**config.mk**
```make
export PLATFORM = sky130hd
export DESIGN_NAME = ps2_mouse_packet_decoder_unit
export DESIGN_NICKNAME = d
export VERILOG_FILES = /design/src/rtl/ps2md_pkg.sv /design/src/rtl/ps2md_cfg.sv /design/src/rtl/ps2md_core.sv /design/src/rtl/ps2_mouse_packet_decoder_unit.sv
export SDC_FILE = /design/constraint.sdc
export NUM_CORES = 1
export LEC_CHECK = 0
export BUFFER_PORTS_ARGS = -buffer_cell sky130_fd_sc_hd__buf_2
export CAP_MARGIN = 0
export CORE_MARGIN = 4
export CORE_UTILIZATION = 51
export DETAILED_ROUTE_END_ITERATION = 16
export GPL_TIMING_DRIVEN = 0
export PLACE_DENSITY_LB_ADDON = 0.1
export SLEW_MARGIN = 15
export SYNTH_ARGS = -nofsm -noshare
export SYNTH_HDL_FRONTEND = slang
export SYNTH_SLANG_ARGS = --single-unit
```
**constraint.sdc**
```tcl
create_clock -name clk -period 7 [get_ports clk]
set_input_delay 1.4 -clock clk [delete_from_list [all_inputs] [get_ports clk]]
set_output_delay 1.4 -clock clk [all_outputs]
set_load 0.02 [all_outputs]
```
**src/rtl/ps2md_pkg.sv**
```systemverilog
// Shared types, constants and elaboration helpers for the PS/2 mouse packet decoder.
// No dependencies; used by ps2md_cfg, ps2md_core and ps2_mouse_packet_decoder_unit.
package ps2md_pkg;

	localparam int COORD_BITS_DEFAULT = 12;
	localparam int CFG_DATA_BITS      = 13;
	localparam int CFG_INDEX_BITS     = 2;
	localparam int SCREEN_WIDTH_RESET  = 1024;
	localparam int SCREEN_HEIGHT_RESET = 768;

	// register indexes on the config channel
	localparam logic [CFG_INDEX_BITS-1:0] REG_SCREEN_WIDTH  = 2'd0;
	localparam logic [CFG_INDEX_BITS-1:0] REG_SCREEN_HEIGHT = 2'd1;

	// bit positions in the packet head byte
	localparam int LEFT_BIT   = 0;
	localparam int RIGHT_BIT  = 1;
	localparam int MIDDLE_BIT = 2;
	localparam int SYNC_BIT   = 3;
	localparam int X_SIGN_BIT = 4;
	localparam int Y_SIGN_BIT = 5;

	localparam int MOVE_X_BITS = 9;
	localparam int MOVE_Y_BITS = 10;

	typedef enum logic [2:0] {
		PH_HEAD = 3'b001,
		PH_X    = 3'b010,
		PH_Y    = 3'b100
	} phase_t;

	// button state and edges; left_down is bit 0
	typedef struct packed {
		logic right_pressed;
		logic left_let_go;
		logic left_pressed;
		logic middle_down;
		logic right_down;
		logic left_down;
	} btn_t;

	// one-cycle recentre strobes from the config block
	typedef struct packed {
		logic y;
		logic x;
	} recentre_t;

	// highest legal coordinate for a given screen size (elaboration only)
	function automatic int bound_top(input int size, input int cb);
		if (size < 1)
			return 0;
		if (size > (1 << cb))
			return (1 << cb) - 1;
		return size - 1;
	endfunction

endpackage

```
**src/rtl/ps2md_cfg.sv**
```systemverilog
// Screen size registers for the PS/2 mouse decoder; keeps the highest legal coordinate.
// Depends on ps2md_pkg.
module ps2md_cfg #(
	parameter int COORD_BITS = ps2md_pkg::COORD_BITS_DEFAULT
) (
	input  logic                                  clk,
	input  logic                                  arst_n,
	input  logic                                  cfg_valid,
	input  logic [ps2md_pkg::CFG_INDEX_BITS-1:0] cfg_index,
	input  logic [ps2md_pkg::CFG_DATA_BITS-1:0]  cfg_data,
	output logic [COORD_BITS-1:0]                 top_x,
	output logic [COORD_BITS-1:0]                 top_y,
	output ps2md_pkg::recentre_t                  recentre
);

	localparam int EW = (COORD_BITS + 1 > ps2md_pkg::CFG_DATA_BITS) ?
		COORD_BITS + 1 : ps2md_pkg::CFG_DATA_BITS;
	localparam logic [COORD_BITS-1:0] TOP_X_RST = COORD_BITS'(
		ps2md_pkg::bound_top(ps2md_pkg::SCREEN_WIDTH_RESET, COORD_BITS));
	localparam logic [COORD_BITS-1:0] TOP_Y_RST = COORD_BITS'(
		ps2md_pkg::bound_top(ps2md_pkg::SCREEN_HEIGHT_RESET, COORD_BITS));
	localparam logic [EW-1:0] LIMIT = EW'(1) << COORD_BITS;

	logic [EW-1:0]         size_ext;
	logic [COORD_BITS-1:0] top_new;
	logic [COORD_BITS-1:0] top_x_q, top_y_q;
	ps2md_pkg::recentre_t  recentre_d;
	ps2md_pkg::recentre_t  recentre_q;

	// size 0 acts as 1, oversize saturates at the coordinate range
	always_comb begin
		size_ext = EW'(cfg_data);
		if (size_ext == '0)
			top_new = '0;
		else if (size_ext > LIMIT)
			top_new = '1;
		else
			top_new = COORD_BITS'(size_ext - EW'(1));
	end

	// one-cycle strobe for the coordinate whose size was written
	always_comb begin
		recentre_d = '0;
		if (cfg_valid) begin
			unique case (cfg_index)
				ps2md_pkg::REG_SCREEN_WIDTH:  recentre_d.x = 1'b1;
				ps2md_pkg::REG_SCREEN_HEIGHT: recentre_d.y = 1'b1;
				default: ;
			endcase
		end
	end

	always_ff @(posedge clk or negedge arst_n) begin
		if (!arst_n) begin
			top_x_q    <= TOP_X_RST;
			top_y_q    <= TOP_Y_RST;
			recentre_q <= '0;
		end else begin
			recentre_q <= recentre_d;
			if (cfg_valid) begin
				unique case (cfg_index)
					ps2md_pkg::REG_SCREEN_WIDTH: begin
						top_x_q <= top_new;
					end
					ps2md_pkg::REG_SCREEN_HEIGHT: begin
						top_y_q <= top_new;
					end
					default: ;
				endcase
			end
		end
	end

	assign top_x    = top_x_q;
	assign top_y    = top_y_q;
	assign recentre = recentre_q;

endmodule

```
**src/rtl/ps2md_core.sv**
```systemverilog
// Packet assembly, movement decode, clamped cursor and button edge logic.
// Depends on ps2md_pkg.
module ps2md_core #(
	parameter int COORD_BITS = ps2md_pkg::COORD_BITS_DEFAULT
) (
	input  logic                                   clk,
	input  logic                                   arst_n,
	input  logic                                   advance,
	input  logic [7:0]                             item_byte,
	input  logic [COORD_BITS-1:0]                  top_x,
	input  logic [COORD_BITS-1:0]                  top_y,
	input  ps2md_pkg::recentre_t                   recentre,
	output logic                                   produce,
	output logic [COORD_BITS-1:0]                  cursor_x,
	output logic [COORD_BITS-1:0]                  cursor_y,
	output logic [ps2md_pkg::MOVE_X_BITS-1:0]     move_x,
	output logic [ps2md_pkg::MOVE_Y_BITS-1:0]     move_y,
	output ps2md_pkg::btn_t                        buttons
);

	localparam int PW = COORD_BITS + 2;
	localparam int TOP_X_RST =
		ps2md_pkg::bound_top(ps2md_pkg::SCREEN_WIDTH_RESET, COORD_BITS);
	localparam int TOP_Y_RST =
		ps2md_pkg::bound_top(ps2md_pkg::SCREEN_HEIGHT_RESET, COORD_BITS);
	localparam logic [COORD_BITS-1:0] POS_X_RST = COORD_BITS'((TOP_X_RST + 1) / 2);
	localparam logic [COORD_BITS-1:0] POS_Y_RST = COORD_BITS'((TOP_Y_RST + 1) / 2);

	ps2md_pkg::phase_t     phase_q, phase_d;
	logic [7:0]            head_q, xbyte_q;
	logic [COORD_BITS-1:0] pos_x_q, pos_y_q;
	logic                  last_left_q, last_right_q;

	logic signed [8:0]     dx, dy;
	logic signed [9:0]     neg_dy;
	logic signed [PW-1:0]  sum_x, sum_y;
	logic [COORD_BITS-1:0] new_x, new_y;
	logic [COORD_BITS:0]   mid_x, mid_y;

	function automatic logic [COORD_BITS-1:0] clamp(
		input logic signed [PW-1:0] p,
		input logic [COORD_BITS-1:0] top
	);
		if (p[PW-1])
			return '0;
		if (p[PW-2:0] > (COORD_BITS+1)'(top))
			return top;
		return p[COORD_BITS-1:0];
	endfunction

	assign dx     = {head_q[ps2md_pkg::X_SIGN_BIT], xbyte_q};
	assign dy     = {head_q[ps2md_pkg::Y_SIGN_BIT], item_byte};
	assign neg_dy = -{dy[8], dy};
	assign sum_x  = $signed({2'b00, pos_x_q}) + PW'(dx);
	assign sum_y  = $signed({2'b00, pos_y_q}) + PW'(neg_dy);
	assign new_x  = clamp(sum_x, top_x);
	assign new_y  = clamp(sum_y, top_y);
	assign mid_x  = ({1'b0, top_x} + (COORD_BITS+1)'(1)) >> 1;
	assign mid_y  = ({1'b0, top_y} + (COORD_BITS+1)'(1)) >> 1;

	always_comb begin
		phase_d = ps2md_pkg::PH_HEAD;
		unique case (phase_q)
			ps2md_pkg::PH_X: phase_d = ps2md_pkg::PH_Y;
			ps2md_pkg::PH_Y: phase_d = ps2md_pkg::PH_HEAD;
			default: begin
				// unsynced head bytes are dropped
				if (item_byte[ps2md_pkg::SYNC_BIT])
					phase_d = ps2md_pkg::PH_X;
			end
		endcase
	end

	always_ff @(posedge clk or negedge arst_n) begin
		if (!arst_n) begin
			phase_q      <= ps2md_pkg::PH_HEAD;
			head_q       <= '0;
			xbyte_q      <= '0;
			pos_x_q      <= POS_X_RST;
			pos_y_q      <= POS_Y_RST;
			last_left_q  <= 1'b0;
			last_right_q <= 1'b0;
		end else begin
			if (advance) begin
				phase_q <= phase_d;
				if (phase_q == ps2md_pkg::PH_X)
					xbyte_q <= item_byte;
				else if (phase_q != ps2md_pkg::PH_Y && phase_d == ps2md_pkg::PH_X)
					head_q <= item_byte;
				if (produce) begin
					last_left_q  <= head_q[ps2md_pkg::LEFT_BIT];
					last_right_q <= head_q[ps2md_pkg::RIGHT_BIT];
				end
			end
			if (recentre.x)
				pos_x_q <= mid_x[COORD_BITS-1:0];
			else if (advance && produce)
				pos_x_q <= new_x;
			if (recentre.y)
				pos_y_q <= mid_y[COORD_BITS-1:0];
			else if (advance && produce)
				pos_y_q <= new_y;
		end
	end

	assign produce  = (phase_q == ps2md_pkg::PH_Y);
	assign cursor_x = new_x;
	assign cursor_y = new_y;
	assign move_x   = dx;
	assign move_y   = neg_dy;

	always_comb begin
		buttons.left_down     = head_q[ps2md_pkg::LEFT_BIT];
		buttons.right_down    = head_q[ps2md_pkg::RIGHT_BIT];
		buttons.middle_down   = head_q[ps2md_pkg::MIDDLE_BIT];
		buttons.left_pressed  = head_q[ps2md_pkg::LEFT_BIT] & ~last_left_q;
		buttons.left_let_go   = ~head_q[ps2md_pkg::LEFT_BIT] & last_left_q;
		buttons.right_pressed = head_q[ps2md_pkg::RIGHT_BIT] & ~last_right_q;
	end

endmodule

```
**src/rtl/ps2_mouse_packet_decoder_unit.sv**
```systemverilog
// Top level of the PS/2 mouse packet decoder: input register, decode core, result register.
// Depends on ps2md_pkg, ps2md_cfg and ps2md_core.
//
// Usage:
//  - s_axis: one mouse byte per request in tdata[7:0]. A head byte with bit 3
//    clear is dropped; head, X and Y bytes make one packet.
//  - m_axis: one result request per completed packet (cursor, movement, buttons
//    and button edges). Head and X bytes give no result.
//  - cfg: index 0 writes screen width, index 1 screen height; any other index
//    is ignored. A write recentres that coordinate. cfg_ready is always high;
//    write only while no byte is in flight.
//  - Path: an accepted Y byte is held in the input register, then its result is
//    loaded into the result register, which drives m_axis.
//  - Throughput: one byte per cycle unless a Y byte waits behind a full result
//    register; the decode is a single add and clamp per axis between the two.
//  - Stall: while m_axis_tready is low the result is held; bytes that give no
//    result keep flowing, and s_axis_tready drops only once a Y byte waits
//    behind a full result register.
//  - Reset: screen 1024 x 768 (clipped to the coordinate range), cursor at the
//    centre, no packet in progress, both channels empty.
module ps2_mouse_packet_decoder_unit #(
	parameter int COORD_BITS = ps2md_pkg::COORD_BITS_DEFAULT,
	localparam int OUT_BITS  = 2 * COORD_BITS + ps2md_pkg::MOVE_X_BITS +
		ps2md_pkg::MOVE_Y_BITS + $bits(ps2md_pkg::btn_t),
	localparam int OUT_W     = ((OUT_BITS + 7) / 8) * 8
) (
	input  logic                                  clk,
	input  logic                                  arst_n,
	// rx_byte [7:0]
	input  logic [7:0]                            s_axis_tdata,
	input  logic                                  s_axis_tvalid,
	output logic                                  s_axis_tready,
	// cursor_x, cursor_y, move_x, move_y, left_down, right_down, middle_down,
	// left_pressed, left_let_go, right_pressed; zero padded to bytes
	output logic [OUT_W-1:0]                      m_axis_tdata,
	output logic                                  m_axis_tvalid,
	input  logic                                  m_axis_tready,
	input  logic                                  cfg_valid,
	output logic                                  cfg_ready,
	input  logic [ps2md_pkg::CFG_INDEX_BITS-1:0] cfg_index,
	input  logic [ps2md_pkg::CFG_DATA_BITS-1:0]  cfg_data
);

	logic                  valid_s1;
	logic [7:0]            byte_s1;
	logic                  out_free, s1_fire, produce, s1_result;
	logic [COORD_BITS-1:0] top_x, top_y, cursor_x, cursor_y;
	logic [ps2md_pkg::MOVE_X_BITS-1:0] move_x;
	logic [ps2md_pkg::MOVE_Y_BITS-1:0] move_y;
	ps2md_pkg::btn_t       buttons;
	ps2md_pkg::recentre_t  recentre;
	logic                  m_valid_q;
	logic [OUT_W-1:0]      m_data_q;

	assign cfg_ready = 1'b1;

	ps2md_cfg #(.COORD_BITS(COORD_BITS)) u_cfg (
		.clk      (clk),
		.arst_n   (arst_n),
		.cfg_valid(cfg_valid),
		.cfg_index(cfg_index),
		.cfg_data (cfg_data),
		.top_x    (top_x),
		.top_y    (top_y),
		.recentre (recentre)
	);

	// input stage moves on unless it holds a result and the output is blocked
	assign out_free      = ~m_valid_q | m_axis_tready;
	assign s1_result     = valid_s1 & produce;
	assign s1_fire       = valid_s1 & (~produce | out_free);
	assign s_axis_tready = ~valid_s1 | s1_fire;

	always_ff @(posedge clk or negedge arst_n) begin
		if (!arst_n)
			valid_s1 <= 1'b0;
		else if (s_axis_tready)
			valid_s1 <= s_axis_tvalid;
	end

	always_ff @(posedge clk) begin
		if (s_axis_tready && s_axis_tvalid)
			byte_s1 <= s_axis_tdata;
	end

	ps2md_core #(.COORD_BITS(COORD_BITS)) u_core (
		.clk      (clk),
		.arst_n   (arst_n),
		.advance  (s1_fire),
		.item_byte(byte_s1),
		.top_x    (top_x),
		.top_y    (top_y),
		.recentre (recentre),
		.produce  (produce),
		.cursor_x (cursor_x),
		.cursor_y (cursor_y),
		.move_x   (move_x),
		.move_y   (move_y),
		.buttons  (buttons)
	);

	// result register
	always_ff @(posedge clk or negedge arst_n) begin
		if (!arst_n)
			m_valid_q <= 1'b0;
		else if (out_free)
			m_valid_q <= s1_result;
	end

	always_ff @(posedge clk) begin
		if (s1_fire && produce)
			m_data_q <= OUT_W'({buttons, move_y, move_x, cursor_y, cursor_x});
	end

	assign m_axis_tvalid = m_valid_q;
	assign m_axis_tdata  = m_data_q;

	// a held input byte only waits on a blocked result register
	a_stall_cause: assert property (@(posedge clk) disable iff (!arst_n)
		valid_s1 && !s1_fire |-> m_valid_q && !m_axis_tready)
		else $error("input stage stalled without output backpressure");

	// every completed packet lands in the result register
	a_result_loaded: assert property (@(posedge clk) disable iff (!arst_n)
		s1_fire && produce |=> m_valid_q)
		else $error("completed packet lost");

	// input is refused only while a byte is held
	a_ready_low: assert property (@(posedge clk) disable iff (!arst_n)
		!s_axis_tready |-> valid_s1)
		else $error("input refused with empty input stage");

	// cursor never leaves the screen
	a_cursor_bound: assert property (@(posedge clk) disable iff (!arst_n)
		s1_fire && produce |-> cursor_x <= top_x && cursor_y <= top_y)
		else $error("cursor outside screen bounds");

endmodule
```
# Word level (Yosys, flattened, before mapping)
# Cells that the tools add are included.
[totals] register_bits=128 inputBits=28
[op_classes] magnitude_cmp=3 addsub=6 n_reduce_logical=12 n_bitwise=15 eq_ne=5 muxes=25
[op_table] cell="two-way mux 12 bit" n=14
[op_table] cell="adder 12 x 1 -> 13 bit (second input constant)" n=2
[op_table] cell="> comparator 13 x 12 -> 1 bit" n=2
[op_table] cell="adder 13 x 10 -> 14 bit" n=1
[op_table] cell="adder 13 x 9 -> 14 bit" n=1
[op_table] cell="> comparator 13 bit (second input constant)" n=1
[op_table] cell="logical NOT 13 bit" n=1
[op_table] cell="subtractor 12 x 1 -> 12 bit (second input constant)" n=1
[op_table] cell="negator 10 bit" n=1
[op_table] cell="two-way mux 1 bit" n=8
[op_table] cell="AND reduction 2 bit" n=4
[op_table] cell="NOT 1 bit" n=7
[op_table] cell="equality test 3 x 2 -> 1 bit (second input constant)" n=2
[op_table] cell="one-hot mux 3 bit (2 select lines)" n=1
[op_table] cell="bitwise AND 1 bit" n=5
[op_table] cell="two-way mux 2 bit" n=2
[op_table] cell="nonzero test 2 bit" n=2
[op_table] cell="equality test 3 bit (second input constant)" n=1
[op_table] cell="logical AND 1 bit" n=3
[op_table] cell="!= test 3 bit (second input constant)" n=1
[op_table] cell="OR 1 bit" n=3
[op_table] cell="AND reduction 3 bit" n=1
[op_table] cell="equality test 2 x 1 -> 1 bit (second input constant)" n=1
[op_table] cell="logical NOT 2 bit" n=1

# Depth between registers and ports, before layout
[logic_depth] word_depth=9 depth_mapped=23 depth_no_buf=21

# By module
# A second synthesis with hierarchy kept.
[unflattened] hier_cells=767 area_unflattened_um2=7846.3
[by_module_without_submodules] module="ps2md_core" cells_per_inst=539 area_each_um2=4514.3 seq_area_each_um2=1056.0 instances=1
[by_module_without_submodules] module="ps2_mouse_packet_decoder_unit" cells_per_inst=77 area_each_um2=1885.6 seq_area_each_um2=1761.7 instances=1
[by_module_without_submodules] module="ps2md_cfg" cells_per_inst=151 area_each_um2=1446.4 seq_area_each_um2=674.4 instances=1

# Least setup slack after synthesis
# No wires, ideal clock.
[synth_path] path_type="register -> register" start="register byte_s1[2]" end="register m_data_q[21], in the netlist m_axis_tdata[21] (data pin)" arrival_ns=4.249 path_buffers=2 path_stages_with_launch=20 period_less_slack_ns=4.514 setup_slack_ns=2.486 setup_time_ns=0.266 cell_sequence="edfxtp_1 or4_4 nor2_1 xnor2_1 ha_1 a21o_1 and4_1 a311o_1 o21a_1 nor2_1 xnor2_1 ha_1 nand3_1 or4_1 o21ai_1 and3_1 buf_6 buf_12 mux2i_1 nor2_1"
[synth_between] elab_chain_len=7 elab_cells_between_ends=9 classes_between="add/sub (2); order compare (1); mux (6)"
[synth_rtl] item="start: declaration" line_no="ps2_mouse_packet_decoder_unit.sv:45" text="logic [7:0] byte_s1;"
[synth_rtl] item="start signal: assignment" line_no="ps2_mouse_packet_decoder_unit.sv:83" text="byte_s1 <= s_axis_tdata;"
[synth_rtl] item="negator 10 bit (*)" line_no="ps2md_core.sv:53" text="assign neg_dy = -{dy[8], dy};"
[synth_rtl] item="via move_y (one bit)" line_no="ps2_mouse_packet_decoder_unit.sv:49" text="logic [ps2md_pkg::MOVE_Y_BITS-1:0] move_y;"
[synth_rtl] item="adder 13 x 10 -> 14 bit (*)" line_no="ps2md_core.sv:55" text="assign sum_y = $signed({2'b00, pos_y_q}) + PW'(neg_dy);"
[synth_rtl] item="> comparator 13 x 12 -> 1 bit" line_no="ps2md_core.sv:46" text="if (p[PW-2:0] > (COORD_BITS+1)'(top))"
[synth_rtl] item="two-way mux 1 bit (2 in a row)" line_no="ps2md_core.sv:46"
[synth_rtl] item="two-way mux 12 bit" line_no="ps2md_core.sv:48" text="return p[COORD_BITS-1:0];"
[synth_rtl] item="two-way mux 12 bit (*)" line_no="ps2md_core.sv:46"
[synth_rtl] item="via cursor_y[9]" line_no="ps2_mouse_packet_decoder_unit.sv:47" text="logic [COORD_BITS-1:0] top_x, top_y, cursor_x, cursor_y;"
[synth_rtl] item="end signal: assignment" line_no="ps2_mouse_packet_decoder_unit.sv:112" text="m_data_q <= OUT_W'({buttons, move_y, move_x, cursor_y, cursor_x});"
[synth_rtl] item="end: declaration" line_no="ps2_mouse_packet_decoder_unit.sv:53" text="logic [OUT_W-1:0] m_data_q;"
# Mark *: on every way through the listed nets, which the timed path passes. The rest lies on a longest branch. The select of a mux whose other input is x is not followed.
# A chain may end at the register's enable or synchronous reset.

# Worst setup path after layout
[layout_path] start="register byte_s1[0]" end="register m_data_q[14], in the netlist m_axis_tdata[14] (data pin)"
# The elaborated chain is that of the path after synthesis.

==> results_dict.tcl <==
set metrics [dict create \
    swShare 0.413 \
    hold_violations 0 \
    worst_ep_required_time_ns 7.15 \
    power-per-cell-area_nw_per_um2 464 \
    core_area_um2 14500 \
    worstSkewPairLatency_ns 0.42 \
    pwr-share-comb 0.515 \
    grt_first_pass_wirelength_um 30000 \
    startpoint_type "flip-flop" \
    final_cells 1038 \
    grt_max_degree 37 \
    routed_wl_um 18200 \
    cts_made_buffers 17 \
    ant_nets 0 \
    crit_fanout 10 \
    fin_util 0.606 \
    track_usage 0.229 \
    tightestPinTransition_ns 1.01 \
    fin_nets 930 \
    antenna_found_initial 0 \
    h-tree-depth 4 \
    report.final.slew_viol_count 0 \
    place_hpwl_um 14000 \
    finalCriticalPeriod_ns 5.29 \
    synthCells 737 \
    start_util 0.520 \
    synth_seq_cells 127 \
    clock-sinks 127 \
    power_frac_clock 0.201 \
    wl_per_cell_um 17.5 \
    drt_first_iter_violations 309 \
    num_rows 44 \
    syn_area_um2 7560 \
    syn_area_per_cell_um2 10.3 \
    power_frac_seq 0.284 \
    relSlewSlack 0.326 \
    period_share 0.755 \
    placed_cells 1006 \
    gp_congestion 0.894 \
    synth_edf_count 57 \
    drcViolationCount 0 \
    hold_buffers 0 \
    seq_area_frac_synth 0.462 \
    maxCapViolations 0 \
    drive_above_1_share 0.203 \
    netlist-cell-type-count 60 \
    clockRootBuffer "clkbuf_16" \
    fp.dieW_um 130 \
    synth_warnings 0 \
    timing.hold.ws_ns 0.458 \
    tritoncts "built" \
    ctsResizeCount 0 \
    num_vias 5752 \
    overflow 0 \
    io_pins 87 \
    endpoint_kind "flip-flop" \
    die_area_um2 16800 \
    drt_first_pass_iters 4 \
    power.internal_w 0.00240 \
    synthToLayoutAreaGrowth_pct 16.4 \
    skew_ns 0.00832 \
    r2r_slack_ns 1.71 \
    clk_pin_slew_ns 0.06 \
    crit_arrival_ns 5.44 \
    setup_violations 0 \
    final.setup.tns_ns 0 \
    status "finished, final reports clean" \
    hp-class "flip-flop to flip-flop" \
    p_sw_w 0.00168 \
    portBuffers 77 \
    vias_per_cell 5.54 \
    max_clock_freq_mhz 189 \
    die_h_um 130 \
    critPathKind "flip-flop to flip-flop" \
    p_leak_nw 3.84 \
    antenna_cells 0 \
    ir_drop_mv 0.229 \
    postCtsSetupBuffers 0 \
    clockBufferDepth 2 \
    async_flop_share 0.551 \
    first_global_vias 5918 \
    rsz0062_at_grt "false" \
    synth_ff_type "edfxtp_1" \
]
## kinds of logic after synthesis
family,Yosys count,synth area share
adders and majority gates,61,0.103
xor gates and xnor gates,58,0.0672
muxes,36,0.0500
other,2,0.000994
AOI/OAI and AO/OA,149,0.128
DFF,127,0.462
buffers and inverters,78,0.0502
and+or+nand+nor,226,0.138
## final cells by class
cell class | count | area, um2
fill | 1271 | 5730
clock inverter | 13 | 101
buffer | 30 | 198
tap | 184 | 230
sequential | 127 | 3490
multi-input combinational | 538 | 3710
inverter | 48 | 181
clock buffer | 19 | 453
timing repair buffer | 79 | 435
## sequential cells by signal (all words and copies together), names as in the netlist
| name | count |
|---|---|
| byte_s1 | 8 |
| m_axis_tdata | 49 |
| valid_s1 | 1 |
| u_core.last_left_q | 1 |
| u_cfg.top_x | 12 |
| u_cfg.top_y | 12 |
| u_core.head_q | 5 |
| u_core.phase_q | 3 |
| u_core.last_right_q | 1 |
| u_core.pos_x_q | 12 |
| u_cfg.recentre | 2 |
| u_core.xbyte_q | 8 |
| u_core.pos_y_q | 12 |
| m_axis_tvalid | 1 |
## worst max-delay path: stages (launching register included)
cell,delay [ns]
edfxtp_1,0.49
inv_1,0.12
ha_1,0.18
nand2_1,0.08
or2_2,0.29
nor4_1,0.27
xnor2_1,0.27
ha_1,0.35
a21oi_1,0.24
nand2b_1,0.08
a21oi_1,0.22
o21bai_1,0.10
a21oi_1,0.18
xor2_1,0.27
ha_1,0.31
nand3_1,0.13
nor3_1,0.07
a221o_1,0.34
o21ai_1,0.13
and3_1,0.20
buf_6,0.13
buf_12,0.14
mux2i_1,0.33
nor2_1,0.07
## synthesized netlist by cell type, types with 17 or more instances
| cell type | count | area share |
|---|---|---|
| xnor2_1 | 46 | 0.053 |
| ha_1 | 59 | 0.098 |
| a21oi_1 | 28 | 0.019 |
| edfxtp_1 | 57 | 0.23 |
| o21ai_1 | 37 | 0.024 |
| o221ai_1 | 17 | 0.020 |
| nor2_1 | 52 | 0.026 |
| nand2_1 | 94 | 0.047 |
| inv_1 | 47 | 0.023 |
| mux2i_1 | 25 | 0.033 |
| dfstp_2 | 23 | 0.080 |
| nor3_1 | 18 | 0.012 |
| dfrtp_1 | 47 | 0.16 |
| nand3_1 | 18 | 0.012 |
## cells in the final DEF, fill, tap and decap left out, drive strengths merged, types with 4 or more instances in the layout
cell,netlist,routed
o21ai,48,48
or4,7,7
a22oi,4,4
mux2,11,11
o221ai,17,17
o21bai,11,11
nand4,4,4
nor2b,8,8
mux2i,25,25
dfrtp,47,47
o211ai,5,5
xor2,12,12
nor4,4,4
nand2b,7,7
conb,2,8
nor2,52,52
edfxtp,57,57
a21oi,30,30
nand3,18,18
clkbuf,13,32
nor3,18,18
xnor2,46,46
inv,47,52
ha,59,59
o21a,10,10
a21o,9,9
clkinv,0,4
buf,15,94
or3,5,5
clkinvlp,1,5
nand2,94,94
dfstp,23,23
## power groups by stage
stage,combinational (W),sequential [W],clock (W)
after CTS,0.00211,0.00116,0.000836
after global routing,0.00236,0.00118,0.000875
after floorplan,0.00160,0.00114,0
after detailed placement,0.00209,0.00117,0
after global placement,0.00204,0.00117,0
final,0.00210,0.00116,0.000818
## through the flow
| stage | power, W | cell area [um2] | setup slack (ns) |
|---|---|---|---|
| floorplan | 0.00274 | 7580 | 2.49 |
| finish | 0.00408 | 8800 | 1.71 |
| CTS | 0.00410 | 8800 | 1.77 |
| global placement | 0.00321 | 8200 | 1.82 |
| detailed placement | 0.00326 | 8250 | 1.79 |
| global route | 0.00442 | 8800 | 1.33 |
## path summary, 6_finish.rpt
path,start,cells past startpoint,to
min reg2reg,u_core.head_q[2],0,m_axis_tdata[45]
min,u_core.head_q[2],0,m_axis_tdata[45]
max,byte_s1[0],23,m_axis_tdata[14]
max reg2reg,byte_s1[0],23,m_axis_tdata[14]
min in group asynchronous,arst_n,1,u_core.pos_x_q[8]
max in group asynchronous,arst_n,2,u_core.pos_y_q[7]
## routing by layer
| metal | up-vias | GRT usage | wire [um] |
|---|---|---|---|
| met1 | 2761 | 0.296 | 7970 |
| met2 | 127 | 0.379 | 8870 |
| met3 | 42 | 0.0463 | 798 |
| met4 | 0 | 0.0899 | 510 |
| li1 | 2822 | - | - |
| met5 | - | 0 | 0 |
Note: power is estimated with default switching activity, not from simulation.
